<file path="config.mk">
export PLATFORM = sky130hd
export DESIGN_NAME = keyed_saturating_count_table
export DESIGN_NICKNAME = d
export VERILOG_FILES = /design/src/design/kscnt_pkg.sv /design/src/design/keyed_saturating_count_table.sv /design/src/design/kscnt_ram.sv /design/src/design/kscnt_scan.sv
export SDC_FILE = /design/constraint.sdc
export NUM_CORES = 1
export LEC_CHECK = 0
export ABC_AREA = 1
export BUFFER_PORTS_ARGS = -buffer_cell sky130_fd_sc_hd__buf_2
export CAP_MARGIN = 20
export CORE_ASPECT_RATIO = 0.6
export CORE_UTILIZATION = 40
export CTS_BUF_LIST = sky130_fd_sc_hd__clkbuf_16
export DETAILED_ROUTE_END_ITERATION = 7
export GPL_TIMING_DRIVEN = 0
export PLACE_DENSITY = 0.59
export SLEW_MARGIN = 25
export SYNTH_ARGS = -nofsm -noshare
export SYNTH_HDL_FRONTEND = slang
export SYNTH_SLANG_ARGS = --single-unit
</file>
<file path="constraint.sdc">
create_clock -name clk_i -period 13.6 [get_ports clk_i]
set_input_delay 1.36 -clock clk_i [delete_from_list [all_inputs] [get_ports clk_i]]
set_output_delay 1.36 -clock clk_i [all_outputs]
set_load 0.01 [all_outputs]
</file>
<file path="src/design/kscnt_pkg.sv">
// ----------------------------------------------------------------------------
// kscnt_pkg: shared types and constants for the keyed saturating count table
// Slot geometry, slot word layout, operation codes, sequencer states and the
// scan result bundle.
// ----------------------------------------------------------------------------
package kscnt_pkg;

  localparam int unsigned SLOT_COUNT = 40;
  localparam int unsigned IDX_W      = (SLOT_COUNT > 1) ? $clog2(SLOT_COUNT) : 1;

  localparam int unsigned KEY_W  = 16;
  localparam int unsigned TYPE_W = 12;
  localparam int unsigned CNT_W  = 8;
  localparam int unsigned WORD_W = KEY_W + CNT_W;  // count in 23:16, key in 15:0
  localparam int unsigned SLOT_W = 6;
  localparam int unsigned DELTA_W = 9;
  localparam int unsigned SUM_W  = 11;             // holds -256 .. 510

  localparam logic [CNT_W-1:0] CAP_RESET = 8'd99;

  typedef enum logic [1:0] {
    OP_ADD   = 2'd0,
    OP_QUERY = 2'd1,
    OP_FIND  = 2'd2,
    OP_NONE  = 2'd3
  } op_e;

  typedef enum logic [1:0] {
    ST_IDLE   = 2'd0,
    ST_SCAN   = 2'd1,
    ST_DRAIN  = 2'd2,
    ST_FINISH = 2'd3
  } state_e;

  typedef struct packed {
    logic             found;
    logic [IDX_W-1:0] idx;
    logic [CNT_W-1:0] cnt;
    logic             empty_found;
    logic [IDX_W-1:0] empty_idx;
  } scan_res_t;

endpackage

</file>
<file path="src/design/keyed_saturating_count_table.sv">
// ----------------------------------------------------------------------------
// keyed_saturating_count_table: keyed slot table with saturating counts
// Add / query / find-type over a table of key+count slots held in one RAM.
// ----------------------------------------------------------------------------
// Flow: from input transfer to out_valid_o the item passes the scan
//   (one RAM read per slot), a drain step for the last read and an update step.
// A new item is taken only in the idle state, after the previous result is
//   registered; a stalled result holds the block in the update step.
// Reset: slot valid bits cleared so every slot reads empty, count_cap back
//   to 99, no result pending. RAM contents are not cleared.
module keyed_saturating_count_table (
  input  logic                                clk_i,
  input  logic                                rst_ni,
  // configuration write channel (count_cap)
  input  logic                                cfg_valid_i,
  output logic                                cfg_ready_o,
  input  logic [kscnt_pkg::CNT_W-1:0]         cfg_data_i,
  // input item channel
  input  logic                                in_valid_i,
  output logic                                in_stall_o,
  input  logic [1:0]                          op_i,
  input  logic [kscnt_pkg::KEY_W-1:0]         key_i,
  input  logic signed [kscnt_pkg::DELTA_W-1:0] delta_i,
  // result channel
  output logic                                out_valid_o,
  input  logic                                out_stall_i,
  output logic                                hit_o,
  output logic [kscnt_pkg::SLOT_W-1:0]        slot_o,
  output logic [kscnt_pkg::CNT_W-1:0]         count_o
);

  localparam logic [kscnt_pkg::IDX_W-1:0] LastIdx =
    kscnt_pkg::IDX_W'(kscnt_pkg::SLOT_COUNT - 1);

  // --------------------------------------------------------------------------
  // Configuration: count_cap is always writable; the block is idle by contract.
  // --------------------------------------------------------------------------
  logic [kscnt_pkg::CNT_W-1:0] cap_q;

  assign cfg_ready_o = 1'b1;

  always_ff @(posedge clk_i or negedge rst_ni) begin
    if (!rst_ni) begin
      cap_q <= kscnt_pkg::CAP_RESET;
    end else if (cfg_valid_i && cfg_ready_o) begin
      cap_q <= cfg_data_i;
    end
  end

  // --------------------------------------------------------------------------
  // Sequencer state and item registers
  // --------------------------------------------------------------------------
  kscnt_pkg::state_e state_q, state_d;

  logic                                 in_xfer;
  logic                                 out_free;
  logic                                 finish;
  kscnt_pkg::op_e                       op_q;
  logic [kscnt_pkg::KEY_W-1:0]          key_q;
  logic signed [kscnt_pkg::DELTA_W-1:0] delta_q;
  logic [kscnt_pkg::IDX_W-1:0]          idx_q, idx_d;

  assign in_xfer  = in_valid_i && !in_stall_o;
  assign out_free = !out_valid_o || !out_stall_i;
  assign finish   = (state_q == kscnt_pkg::ST_FINISH) && out_free;

  // next state
  always_comb begin
    state_d = state_q;
    case (state_q)
      kscnt_pkg::ST_IDLE: begin
        if (in_valid_i) state_d = kscnt_pkg::ST_SCAN;
      end
      kscnt_pkg::ST_SCAN: begin
        if (idx_q == LastIdx) state_d = kscnt_pkg::ST_DRAIN;
      end
      kscnt_pkg::ST_DRAIN: begin
        state_d = kscnt_pkg::ST_FINISH;
      end
      kscnt_pkg::ST_FINISH: begin
        if (out_free) state_d = kscnt_pkg::ST_IDLE;
      end
      default: begin
        state_d = kscnt_pkg::ST_IDLE;
      end
    endcase
  end

  // sequencer outputs
  logic rd_en;
  always_comb begin
    in_stall_o = 1'b1;
    rd_en      = 1'b0;
    idx_d      = idx_q;
    case (state_q)
      kscnt_pkg::ST_IDLE: begin
        in_stall_o = 1'b0;
        idx_d      = '0;
      end
      kscnt_pkg::ST_SCAN: begin
        rd_en = 1'b1;
        idx_d = idx_q + 1'b1;
      end
      default: begin
        idx_d = idx_q;
      end
    endcase
  end

  always_ff @(posedge clk_i or negedge rst_ni) begin
    if (!rst_ni) begin
      state_q <= kscnt_pkg::ST_IDLE;
      idx_q   <= '0;
    end else begin
      state_q <= state_d;
      idx_q   <= idx_d;
    end
  end

  // item payload, captured on the input transfer
  always_ff @(posedge clk_i) begin
    if (in_xfer) begin
      op_q    <= kscnt_pkg::op_e'(op_i);
      key_q   <= key_i;
      delta_q <= delta_i;
    end
  end

  // --------------------------------------------------------------------------
  // Slot storage. Valid bits make a never-written slot read as zero (empty).
  // --------------------------------------------------------------------------
  logic [kscnt_pkg::SLOT_COUNT-1:0] vld_q;
  logic                             rd_vld_q;
  logic [kscnt_pkg::IDX_W-1:0]      rd_idx_q;
  logic                             ent_vld_q;
  logic [kscnt_pkg::WORD_W-1:0]     ram_rdata;
  logic [kscnt_pkg::WORD_W-1:0]     slot_word;

  logic                             wr_en;
  logic [kscnt_pkg::IDX_W-1:0]      wr_idx;
  logic [kscnt_pkg::WORD_W-1:0]     wr_word;

  kscnt_ram #(
    .WIDTH (kscnt_pkg::WORD_W),
    .DEPTH (kscnt_pkg::SLOT_COUNT)
  ) u_ram (
    .clk_i   (clk_i),
    .we_i    (wr_en),
    .waddr_i (wr_idx),
    .wdata_i (wr_word),
    .re_i    (rd_en),
    .raddr_i (idx_q),
    .rdata_o (ram_rdata)
  );

  always_ff @(posedge clk_i or negedge rst_ni) begin
    if (!rst_ni) begin
      vld_q    <= '0;
      rd_vld_q <= 1'b0;
    end else begin
      rd_vld_q <= rd_en;
      if (wr_en) vld_q[wr_idx] <= 1'b1;
    end
  end

  always_ff @(posedge clk_i) begin
    if (rd_en) begin
      rd_idx_q  <= idx_q;
      ent_vld_q <= vld_q[idx_q];
    end
  end

  assign slot_word = ent_vld_q ? ram_rdata : '0;

  // --------------------------------------------------------------------------
  // Scan: first match (full key, or type for find-type) and first empty slot
  // --------------------------------------------------------------------------
  kscnt_pkg::scan_res_t scan_res;

  kscnt_scan u_scan (
    .clk_i      (clk_i),
    .rst_ni     (rst_ni),
    .clear_i    (in_xfer),
    .word_vld_i (rd_vld_q),
    .word_idx_i (rd_idx_q),
    .word_i     (slot_word),
    .op_i       (op_q),
    .key_i      (key_q),
    .res_o      (scan_res)
  );

  // --------------------------------------------------------------------------
  // Update: saturating add, slot clear, new-slot creation, result select
  // --------------------------------------------------------------------------
  logic signed [kscnt_pkg::SUM_W-1:0] sum;
  logic signed [kscnt_pkg::SUM_W-1:0] sat;
  logic signed [kscnt_pkg::SUM_W-1:0] cap_s;
  logic                               clr;
  logic                               delta_pos;
  logic [kscnt_pkg::CNT_W-1:0]        new_cnt;

  logic                               res_hit;
  logic [kscnt_pkg::IDX_W-1:0]        res_idx;
  logic [kscnt_pkg::CNT_W-1:0]        res_cnt;
  logic                               upd_we;

  always_comb begin
    cap_s = $signed({{(kscnt_pkg::SUM_W - kscnt_pkg::CNT_W){1'b0}}, cap_q});
    sum   = $signed({{(kscnt_pkg::SUM_W - kscnt_pkg::CNT_W){1'b0}}, scan_res.cnt})
          + kscnt_pkg::SUM_W'(delta_q);
    sat   = (sum > cap_s) ? cap_s : sum;
    clr   = sat[kscnt_pkg::SUM_W-1] || (sat == '0);

    delta_pos = !delta_q[kscnt_pkg::DELTA_W-1] && (delta_q != '0);
    if (!delta_pos) begin
      new_cnt = '0;
    end else if (delta_q[kscnt_pkg::CNT_W-1:0] > cap_q) begin
      new_cnt = cap_q;
    end else begin
      new_cnt = delta_q[kscnt_pkg::CNT_W-1:0];
    end

    res_hit = 1'b0;
    res_idx = '0;
    res_cnt = '0;
    upd_we  = 1'b0;
    wr_idx  = scan_res.idx;
    wr_word = '0;

    case (op_q)
      kscnt_pkg::OP_ADD: begin
        if (key_q == '0) begin
          res_hit = 1'b0;
        end else if (scan_res.found) begin
          // existing key: saturating add, clear on zero or below
          upd_we  = 1'b1;
          res_hit = 1'b1;
          res_idx = scan_res.idx;
          res_cnt = clr ? '0 : sat[kscnt_pkg::CNT_W-1:0];
          wr_word = clr ? '0 : {sat[kscnt_pkg::CNT_W-1:0], key_q};
        end else if ((new_cnt != '0) && scan_res.empty_found) begin
          // new key takes the first empty slot
          upd_we  = 1'b1;
          res_hit = 1'b1;
          res_idx = scan_res.empty_idx;
          res_cnt = new_cnt;
          wr_idx  = scan_res.empty_idx;
          wr_word = {new_cnt, key_q};
        end
      end
      kscnt_pkg::OP_QUERY: begin
        if ((key_q[kscnt_pkg::TYPE_W-1:0] != '0) && scan_res.found) begin
          res_hit = 1'b1;
          res_idx = scan_res.idx;
          res_cnt = scan_res.cnt;
        end
      end
      kscnt_pkg::OP_FIND: begin
        if (scan_res.found) begin
          res_hit = 1'b1;
          res_idx = scan_res.idx;
          res_cnt = scan_res.cnt;
        end
      end
      default: begin
        res_hit = 1'b0;
      end
    endcase

    wr_en = finish && upd_we;
  end

  // --------------------------------------------------------------------------
  // Output register: holds a result until the transfer completes
  // --------------------------------------------------------------------------
  logic                        out_valid_q, out_valid_d;
  logic                        hit_q;
  logic [kscnt_pkg::SLOT_W-1:0] slot_q;
  logic [kscnt_pkg::CNT_W-1:0]  cnt_q;

  always_comb begin
    out_valid_d = out_valid_q;
    if (finish) begin
      out_valid_d = 1'b1;
    end else if (!out_stall_i) begin
      out_valid_d = 1'b0;
    end
  end

  always_ff @(posedge clk_i or negedge rst_ni) begin
    if (!rst_ni) begin
      out_valid_q <= 1'b0;
    end else begin
      out_valid_q <= out_valid_d;
    end
  end

  always_ff @(posedge clk_i) begin
    if (finish) begin
      hit_q  <= res_hit;
      slot_q <= kscnt_pkg::SLOT_W'(res_idx);
      cnt_q  <= res_cnt;
    end
  end

  assign out_valid_o = out_valid_q;
  assign hit_o       = hit_q;
  assign slot_o      = slot_q;
  assign count_o     = cnt_q;

  // --------------------------------------------------------------------------
  // Assertions
  // --------------------------------------------------------------------------
  a_accept_starts_scan: assert property (@(posedge clk_i) disable iff (!rst_ni)
    in_xfer |=> (state_q == kscnt_pkg::ST_SCAN) && (idx_q == '0))
    else $error("input transfer did not start a scan at slot 0");

  a_write_only_at_finish: assert property (@(posedge clk_i) disable iff (!rst_ni)
    wr_en |-> (state_q == kscnt_pkg::ST_FINISH) && out_free)
    else $error("slot write outside the finish step");

  a_read_follows_scan: assert property (@(posedge clk_i) disable iff (!rst_ni)
    rd_vld_q |-> ($past(state_q) == kscnt_pkg::ST_SCAN))
    else $error("slot word compared without a scan read");

  a_miss_is_zero: assert property (@(posedge clk_i) disable iff (!rst_ni)
    (out_valid_o && !hit_o) |-> (slot_o == '0) && (count_o == '0))
    else $error("miss result carries a slot or count");

  a_finish_loads_output: assert property (@(posedge clk_i) disable iff (!rst_ni)
    finish |=> out_valid_o)
    else $error("finished item did not produce a result");

endmodule

</file>
<file path="src/design/kscnt_ram.sv">
// ----------------------------------------------------------------------------
// kscnt_ram: generic single-port-write, single-port-read RAM
// One write and one registered read per cycle.
// ----------------------------------------------------------------------------
module kscnt_ram #(
  parameter int unsigned WIDTH = 8,
  parameter int unsigned DEPTH = 16
) (
  input  logic                                     clk_i,
  input  logic                                     we_i,
  input  logic [((DEPTH > 1) ? $clog2(DEPTH) : 1)-1:0] waddr_i,
  input  logic [WIDTH-1:0]                         wdata_i,
  input  logic                                     re_i,
  input  logic [((DEPTH > 1) ? $clog2(DEPTH) : 1)-1:0] raddr_i,
  output logic [WIDTH-1:0]                         rdata_o
);

  logic [WIDTH-1:0] mem_q [DEPTH];
  logic [WIDTH-1:0] rdata_q;

  always_ff @(posedge clk_i) begin
    if (we_i) begin
      mem_q[waddr_i] <= wdata_i;
    end
    if (re_i) begin
      rdata_q <= mem_q[raddr_i];
    end
  end

  assign rdata_o = rdata_q;

endmodule

</file>
<file path="src/design/kscnt_scan.sv">
// ----------------------------------------------------------------------------
// kscnt_scan: slot compare and first-match capture
// Compares each slot word as it streams out of the RAM and keeps the first
// matching slot and the first empty slot.
// ----------------------------------------------------------------------------
module kscnt_scan (
  input  logic                         clk_i,
  input  logic                         rst_ni,
  input  logic                         clear_i,
  input  logic                         word_vld_i,
  input  logic [kscnt_pkg::IDX_W-1:0]  word_idx_i,
  input  logic [kscnt_pkg::WORD_W-1:0] word_i,
  input  kscnt_pkg::op_e               op_i,
  input  logic [kscnt_pkg::KEY_W-1:0]  key_i,
  output kscnt_pkg::scan_res_t         res_o
);

  kscnt_pkg::scan_res_t res_q, res_d;
  logic                 is_match;
  logic                 is_empty;

  always_comb begin
    // find-type compares the type bits only
    if (op_i == kscnt_pkg::OP_FIND) begin
      is_match = (word_i[kscnt_pkg::TYPE_W-1:0] == key_i[kscnt_pkg::TYPE_W-1:0]);
    end else begin
      is_match = (word_i[kscnt_pkg::KEY_W-1:0] == key_i);
    end
    is_empty = (word_i[kscnt_pkg::KEY_W-1:0] == '0);
  end

  always_comb begin
    res_d = res_q;
    if (clear_i) begin
      res_d = '0;
    end else if (word_vld_i) begin
      if (is_match && !res_q.found) begin
        res_d.found = 1'b1;
        res_d.idx   = word_idx_i;
        res_d.cnt   = word_i[kscnt_pkg::WORD_W-1:kscnt_pkg::KEY_W];
      end
      if (is_empty && !res_q.empty_found) begin
        res_d.empty_found = 1'b1;
        res_d.empty_idx   = word_idx_i;
      end
    end
  end

  always_ff @(posedge clk_i or negedge rst_ni) begin
    if (!rst_ni) begin
      res_q <= '0;
    end else begin
      res_q <= res_d;
    end
  end

  assign res_o = res_q;

endmodule
</file>
=== After elaboration in Yosys (flattened, before gate mapping) ===
Memories as Yosys holds them, arrays and structs flattened. A register that Yosys moved wholly into a read port is not among the register bits.
Index checks and enable logic that the tools add are counted.

* Bits in registers: 129
* Latch bits: 0
* Bits in writable memories: 960
* Memory bits (read-only): 0
* Input port bits: 40
* Output and inout bits: 18
* Word-level logic and storage cells: 124
* Memories kept: 1

* Add/sub/neg operators: 2
* Multipliers: 0
* Divide/modulo/power cells: 0
* Magnitude comparators: 5
* Equal/unequal tests: 12
* Shift-type cells: 0
* Multiplexer cells: 53
* Bitwise logic cells: 1
* Reduce and logical (&&, ||, !) cells: 31

{| class="wikitable"
|+ Memories
! name !! depth !! width !! rd ports !! clocked after Yosys merged registers in !! wr ports !! line !! RTL
|-
| u_ram.mem_q || 40 || 24 || 1 || 1 || 1 || kscnt_ram.sv:18 || <nowiki>logic [WIDTH-1:0] mem_q [DEPTH];</nowiki>
|}

{| class="wikitable"
|+ Operators by type and width
! cell !! count
|-
| $mux 24 || 6
|-
| $mux 8 || 8
|-
| $mux 6 || 9
|-
| $mux 22 || 2
|-
| $or 40x40->40 || 1
|-
| $logic_not 16->1 || 2
|-
| $pmux 8 s3 || 1
|-
| $pmux 6 s3 || 1
|-
| $eq 16x16->1 || 1
|-
| $mux 1 || 15
|-
| $mux 15 || 1
|-
| $lt 6x7->1 const B || 2
|-
| $eq 12x12->1 || 1
|-
| $pmux 6 s2 || 1
|-
| $reduce_bool 12->1 || 1
|-
| $logic_not 11->1 || 1
|-
| $mux 11 || 1
|-
| $add 9x9->10 || 1
|-
| $gt 10x9->1 || 1
|-
| $logic_and 1x1->1 || 9
|-
| $reduce_bool 9->1 || 1
|-
| $gt 8x8->1 || 1
|-
| $pmux 2 s4 || 1
|-
| $reduce_bool 2->1 || 4
|-
| 18 further kinds || 32
|}

=== Longest topological paths before layout ===
* Word-level depth: 14
* Depth in mapped cells: 23
* Depth with buffers taken out: 22

=== By module ===
A second synthesis with hierarchy kept.

* Cell total of the unflattened synthesis: 4162
* Area total of the unflattened synthesis: 47337.9 sq um

{| class="wikitable"
|+ Modules (own cells, without submodules)
! module !! instances !! cells an instance !! area an instance (sq um) !! sequential area each (sq um)
|-
| kscnt_ram || 1 || 3159 || 39471.6 || 29548.3
|-
| keyed_saturating_count_table || 1 || 778 || 6473.7 || 2927.8
|-
| kscnt_scan || 1 || 225 || 1392.6 || 550.5
|}

=== Worst setup path before layout ===
No wires, ideal clock.

* Kind: reg-to-reg
* Start: register delta_q[0] in the netlist's numbering
* End: memory u_ram.mem_q[0][4] in the netlist's numbering (data pin)
* Library setup time: 0.388 ns
* Data arrival time: 3.990 ns
* Data required time: 13.212 ns
* Path slack: 9.222 ns
* Stages on the path, launching flop included: 21
* Path buffers: 0
* Period minus slack after synthesis: 4.378 ns
* Cell sequence: edfxtp_1 ha_1 fa_1 nand3_1 nand3_1 a31o_2 xnor2_1 inv_1 ha_1 nand2_1 nor4_1 nand2_1 nand4_1 nand2_1 nand2_1 nor2_1 nand2_1 nand2_1 nand2_2 nand2_4 nor2_1

* Word-level cells in the longest chain between the ends: 9
* Elaborated cells between the ends (all ways): 17
* Those cells by class: 1 x add/sub; 2 x order compare; 8 x mux; 6 x reduce/logical

{| class="wikitable"
|+ RTL lines
! item !! line !! RTL
|-
| from (decl) || keyed_saturating_count_table.sv:60 || <nowiki>logic signed [kscnt_pkg::DELTA_W-1:0] delta_q;</nowiki>
|-
| from (signal assigned) || keyed_saturating_count_table.sv:125 || <nowiki>delta_q <= delta_i;</nowiki>
|-
| $add 9x9->10, or another cell as far along || keyed_saturating_count_table.sv:210 || <nowiki>+ kscnt_pkg::SUM_W'(delta_q);</nowiki>
|-
| $gt 10x9->1, or another cell as far along || keyed_saturating_count_table.sv:211 || <nowiki>sat = (sum > cap_s) ? cap_s : sum;</nowiki>
|-
| $mux 11 or $mux 8 (tied branches) || keyed_saturating_count_table.sv:211, keyed_saturating_count_table.sv:215 ||
|-
| $logic_not 11->1 or $reduce_bool 8->1 (tied branches) || keyed_saturating_count_table.sv:212, keyed_saturating_count_table.sv:241 ||
|-
| $logic_or 1x1->1 or $logic_and 1x1->1 (tied branches) || keyed_saturating_count_table.sv:212, keyed_saturating_count_table.sv:241 ||
|-
| $mux 24 (on tied branches) || keyed_saturating_count_table.sv:240, keyed_saturating_count_table.sv:241 ||
|-
| $mux 24 * || keyed_saturating_count_table.sv:234 || <nowiki>end else if (scan_res.found) begin</nowiki>
|-
| $mux 24 * || keyed_saturating_count_table.sv:232 || <nowiki>if (key_q == '0) begin</nowiki>
|-
| $mux 24 * || keyed_saturating_count_table.sv:230 || <nowiki>case (op_q)</nowiki>
|-
| named net u_ram.wdata_i[4] || kscnt_ram.sv:12 || <nowiki>input logic [WIDTH-1:0] wdata_i,</nowiki>
|-
| to (decl) || kscnt_ram.sv:18 ||
|}

The timed path passes the listed nets; every way through them passes the cells marked *.

==> flow_summary.yaml <==
outcome:
  status: "completed"
floorplanning:
  initial_utilization_pct: 40.4
  boundaryPins: 58
  core-area_mm2: 0.112
  dieArea_mm2: 0.115
  num_rows: 95
  die-width_um: 436
  chipHeight_um: 263
sta:
  relSlewSlack_pct: 23.8
  finalCritPeriodShare_pct: 41.5
  layout_setup_ws_ns: 7.95
  setup-violations-final: 0
  hold_viol: 0
  fin_crit_ns: 5.65
  rsz0062_at_grt: "no"
  tns_ns: 0
  finClkSkew_ns: 0.0388
  worst_slew_pin_slew_ns: 1.14
  maxSlewViolCount: 0
  max_freq_mhz: 177
hold_path:
  hold_end: "vld_q[9]"
  hold_path_depth: 2
  min_from: "vld_q[9]"
  worstHoldPathType: "reg -> reg"
setup_path:
  arrival_ns: 6.00
  worstRegToRegCells: 10
  crit_required_ns: 13.95
  crit_path_start: "idx_q[0]"
  critical-path-max-stage-delay_ns: 0.92
  rr_startpoint: "idx_q[0]"
  cp_slowest_cell: "dfrtp_1"
  rr_endpoint: "u_ram.rdata_o[21]"
  worstSetupEndpointType: "flip-flop"
  worstSetupPathType: "reg -> reg"
  r2r_slack_ns: 7.95
  cp_max_fo: 10
  worstSetupStartpointType: "flip-flop"
  crit_path_cell_trace: "buf_2 -> buf_2 -> clkbuf_1 -> clkbuf_1 -> nor2_1 -> o22ai_1 -> nor2_1 -> o22ai_1 -> o21ai_0 -> o21ai_0"
layout:
  fin_nets: 3917
  final_design_area_no_fill_mm2: 0.0521
  fin_util_pct: 46.5
  n_fill_cell: 9955
  syn_to_final_growth_pct: 15.0
  drive_above_1_share_pct: 9.64
detailed_routing:
  ant_nets: 0
  post_drt_wl_per_cell_um: 29.8
  wl_met1_mm: 69.1
  vias: 32545
  routed_via_density: 5.99
  dr.pass1.iters: 6
  drt_iter0_drc: 5829
  wl_mm: 162
  top_layer: "met5"
  route.met3.wl_mm: 31.0
  wl_met2_mm: 58.1
  route.detailed.drc: 0
clocking:
  clock_latency_ns: 0.71
  cts_hold_buf: 0
  cts_max_level: 3
  clkTransAtPathRegs_ns: 0.07
  post_cts_buffers: 0
  cts_tree: "built"
  clock_tree.root_cell: "clkbuf_16"
  cts_buffers: 97
  clk_path_buf_depth: 3
  clock-sinks: 1113
  cts.repair.resized: 0
global_route:
  antenna_found_initial: 4
  grt_max_degree: 42
  grt_pass1_vias: 29238
  gr-total-overflow: 0
  track_usage_pct: 27.6
  grt_first_pass_wirelength_mm: 222
yosys:
  yosys_register_bits: 1113
  synth_mux_area_share_pct: 0.0221
  synthTopCellsByCount: "edfxtp_1 (1033), o21ai_0 (659), nor2_1 (601)"
  yosys_warnings: 0
  synth_fp_nets: 3705
  syn_inst: 3634
  synth_ff_type: "edfxtp_1"
  ys_async_sr_fraction_pct: 7.19
  synth_edf_count: 1033
  yosysTopAreaCell: "edfxtp_1"
  yosys.area.top_type_share_pct: 68.5
  avgSynthCellArea_um2: 12.5
  yosysSeqAreaShare_pct: 72.9
  syn_area_mm2: 0.0453
  synth_area_leaders: "edfxtp_1 (68%), o21ai_0 (7.3%), nor2_1 (5.0%), dfrtp_1 (4.2%), o22ai_1 (3.1%)"
  yosys.area_share.adder_pct: 0.873
  synth_cell_types: 52
  synth_compound_area_share_pct: 13.2
  synthSimpleGateAreaFrac_pct: 9.07
  yosysMostFrequentCell: "edfxtp_1"
  synth_xor_area_share_pct: 0.309
  synth_top_family_by_area: "compound AO/OA/AOI/OAI gates"
placed_design:
  pre_cts_ws_ns: 8.46
  io_buffers: 56
  placedInstanceArea_mm2: 0.0489
  place_congestion: 0.962
  hpwl_mm: 114
power_and_ir_drop:
  p_leak_nw: 18.0
  vdd_drop_max_uv: 109
  fin_total_pwr_mw: 9.92
  pwr_density_cell_mw_per_mm2: 191
flow_run:
  cap_viol_max_count: 0
## cell usage in the layout (no fill, tap or decap), types with 3 or more instances in the layout
| master | n |
|---|---|
| edfxtp_1 | 1033 |
| o21ai_0 | 659 |
| nor2_1 | 592 |
| nand2_1 | 248 |
| o22ai_1 | 224 |
| clkbuf_1 | 198 |
| inv_1 | 169 |
| clkbuf_16 | 101 |
| dfrtp_1 | 76 |
| nand3_1 | 65 |
| buf_2 | 65 |
| o221ai_1 | 65 |
| inv_2 | 50 |
| a21oi_1 | 49 |
| ha_1 | 29 |
| o211ai_1 | 28 |
| buf_16 | 27 |
| clkinv_1 | 26 |
| nor2_4 | 25 |
| buf_12 | 25 |
| nand4_1 | 20 |
| clkinv_2 | 14 |
| xor2_1 | 13 |
| bufinv_16 | 13 |
| nor2_2 | 11 |
| buf_1 | 11 |
| nor4_1 | 8 |
| nand2_2 | 7 |
| buf_6 | 6 |
| nand2_4 | 5 |
| clkbuf_2 | 5 |
| diode_2 | 4 |
| o21bai_1 | 4 |
| o21ai_1 | 4 |
| dfstp_2 | 4 |
| xnor2_1 | 3 |
| o2111ai_1 | 3 |
| a21oi_2 | 3 |
| nand3_4 | 3 |
| o32ai_1 | 3 |
## layer usage
layer	up-vias	GRT usage, %
met1	16081	42.7
li1	13726	-
met4	2	5.75
met5	-	0
met3	226	14.8
met2	2510	32.8
## critical path: cells and delay by family (launching register included)
family	cells	cell delay, ns
buffers and inverters	4	2.37
AOI/OAI and AO/OA	4	1.78
DFF	1	0.92
and+or+nand+nor	2	0.21
## power breakdown
part           internal, mW  total [mW]  switching [mW]  leakage (nW)
clock                  1.59        2.87            1.29          1.64
sequential             3.95        4.00          0.0550          10.4
combinational         0.679        3.05            2.37          5.95
total                  6.21        9.92            3.71          18.0
## registers in the layout, indices dropped and copies added (netlist names)
signal / cells
delta_q: 9
out_valid_o: 1
rd_idx_q: 6
u_scan.res_o: 22
u_ram.rdata_o: 24
count_o: 8
key_q: 16
rd_vld_q: 1
idx_q: 6
op_q: 2
slot_o: 6
u_ram.mem_q: 960
state_q: 2
cap_q: 8
ent_vld_q: 1
hit_o: 1
vld_q: 40
## area by class of cell
class	count	area (µm²)	area share, %
Inverter	201	754	1.45
Multi-Input combinational cell	2093	10700	20.6
Clock buffer	101	2530	4.85
Buffer	227	893	1.72
Antenna cell	4	10.0	0.0192
Tap cell	1503	1880	3.61
Timing Repair Buffer	113	1590	3.05
Clock inverter	75	667	1.28
Sequential cell	1113	33000	63.4
## worst max path at each step
stage,endpoint,slack [ns],depth (start not counted)
4_1_cts,u_ram.rdata_o[21],8.42,10
3_5_place_dp,u_ram.rdata_o[21],8.46,10
5_1_grt,u_ram.rdata_o[21],8.11,10
2_1_floorplan,u_ram.mem_q[0][4],9.22,20
6_report,u_ram.rdata_o[21],7.95,10
3_3_place_gp,u_ram.mem_q[4][3],6.15,20
## per-stage QoR
| step | hold slack (ns) | instances |
|---|---|---|
| 5_1_grt | 0.469 | 5426 |
| 2_1_floorplan | 0.418 | 3634 |
| 4_1_cts | 0.450 | 5424 |
| 3_5_place_dp | 0.436 | 5248 |
| 6_report | 0.455 | 5430 |
| 3_3_place_gp | 0.429 | 5193 |
## kinds of logic after synthesis
logic type               count (synthesis)
other                                    1
multiplexers                             1
flip-flops                            1113
AO/OA/AOI/OAI                         1053
AND/OR/NAND/NOR                        991
buffers and inverters                  428
XOR/XNOR                                16
adder cells (fa/ha/maj)                 31
Note: power is estimated with default switching activity, not from simulation.
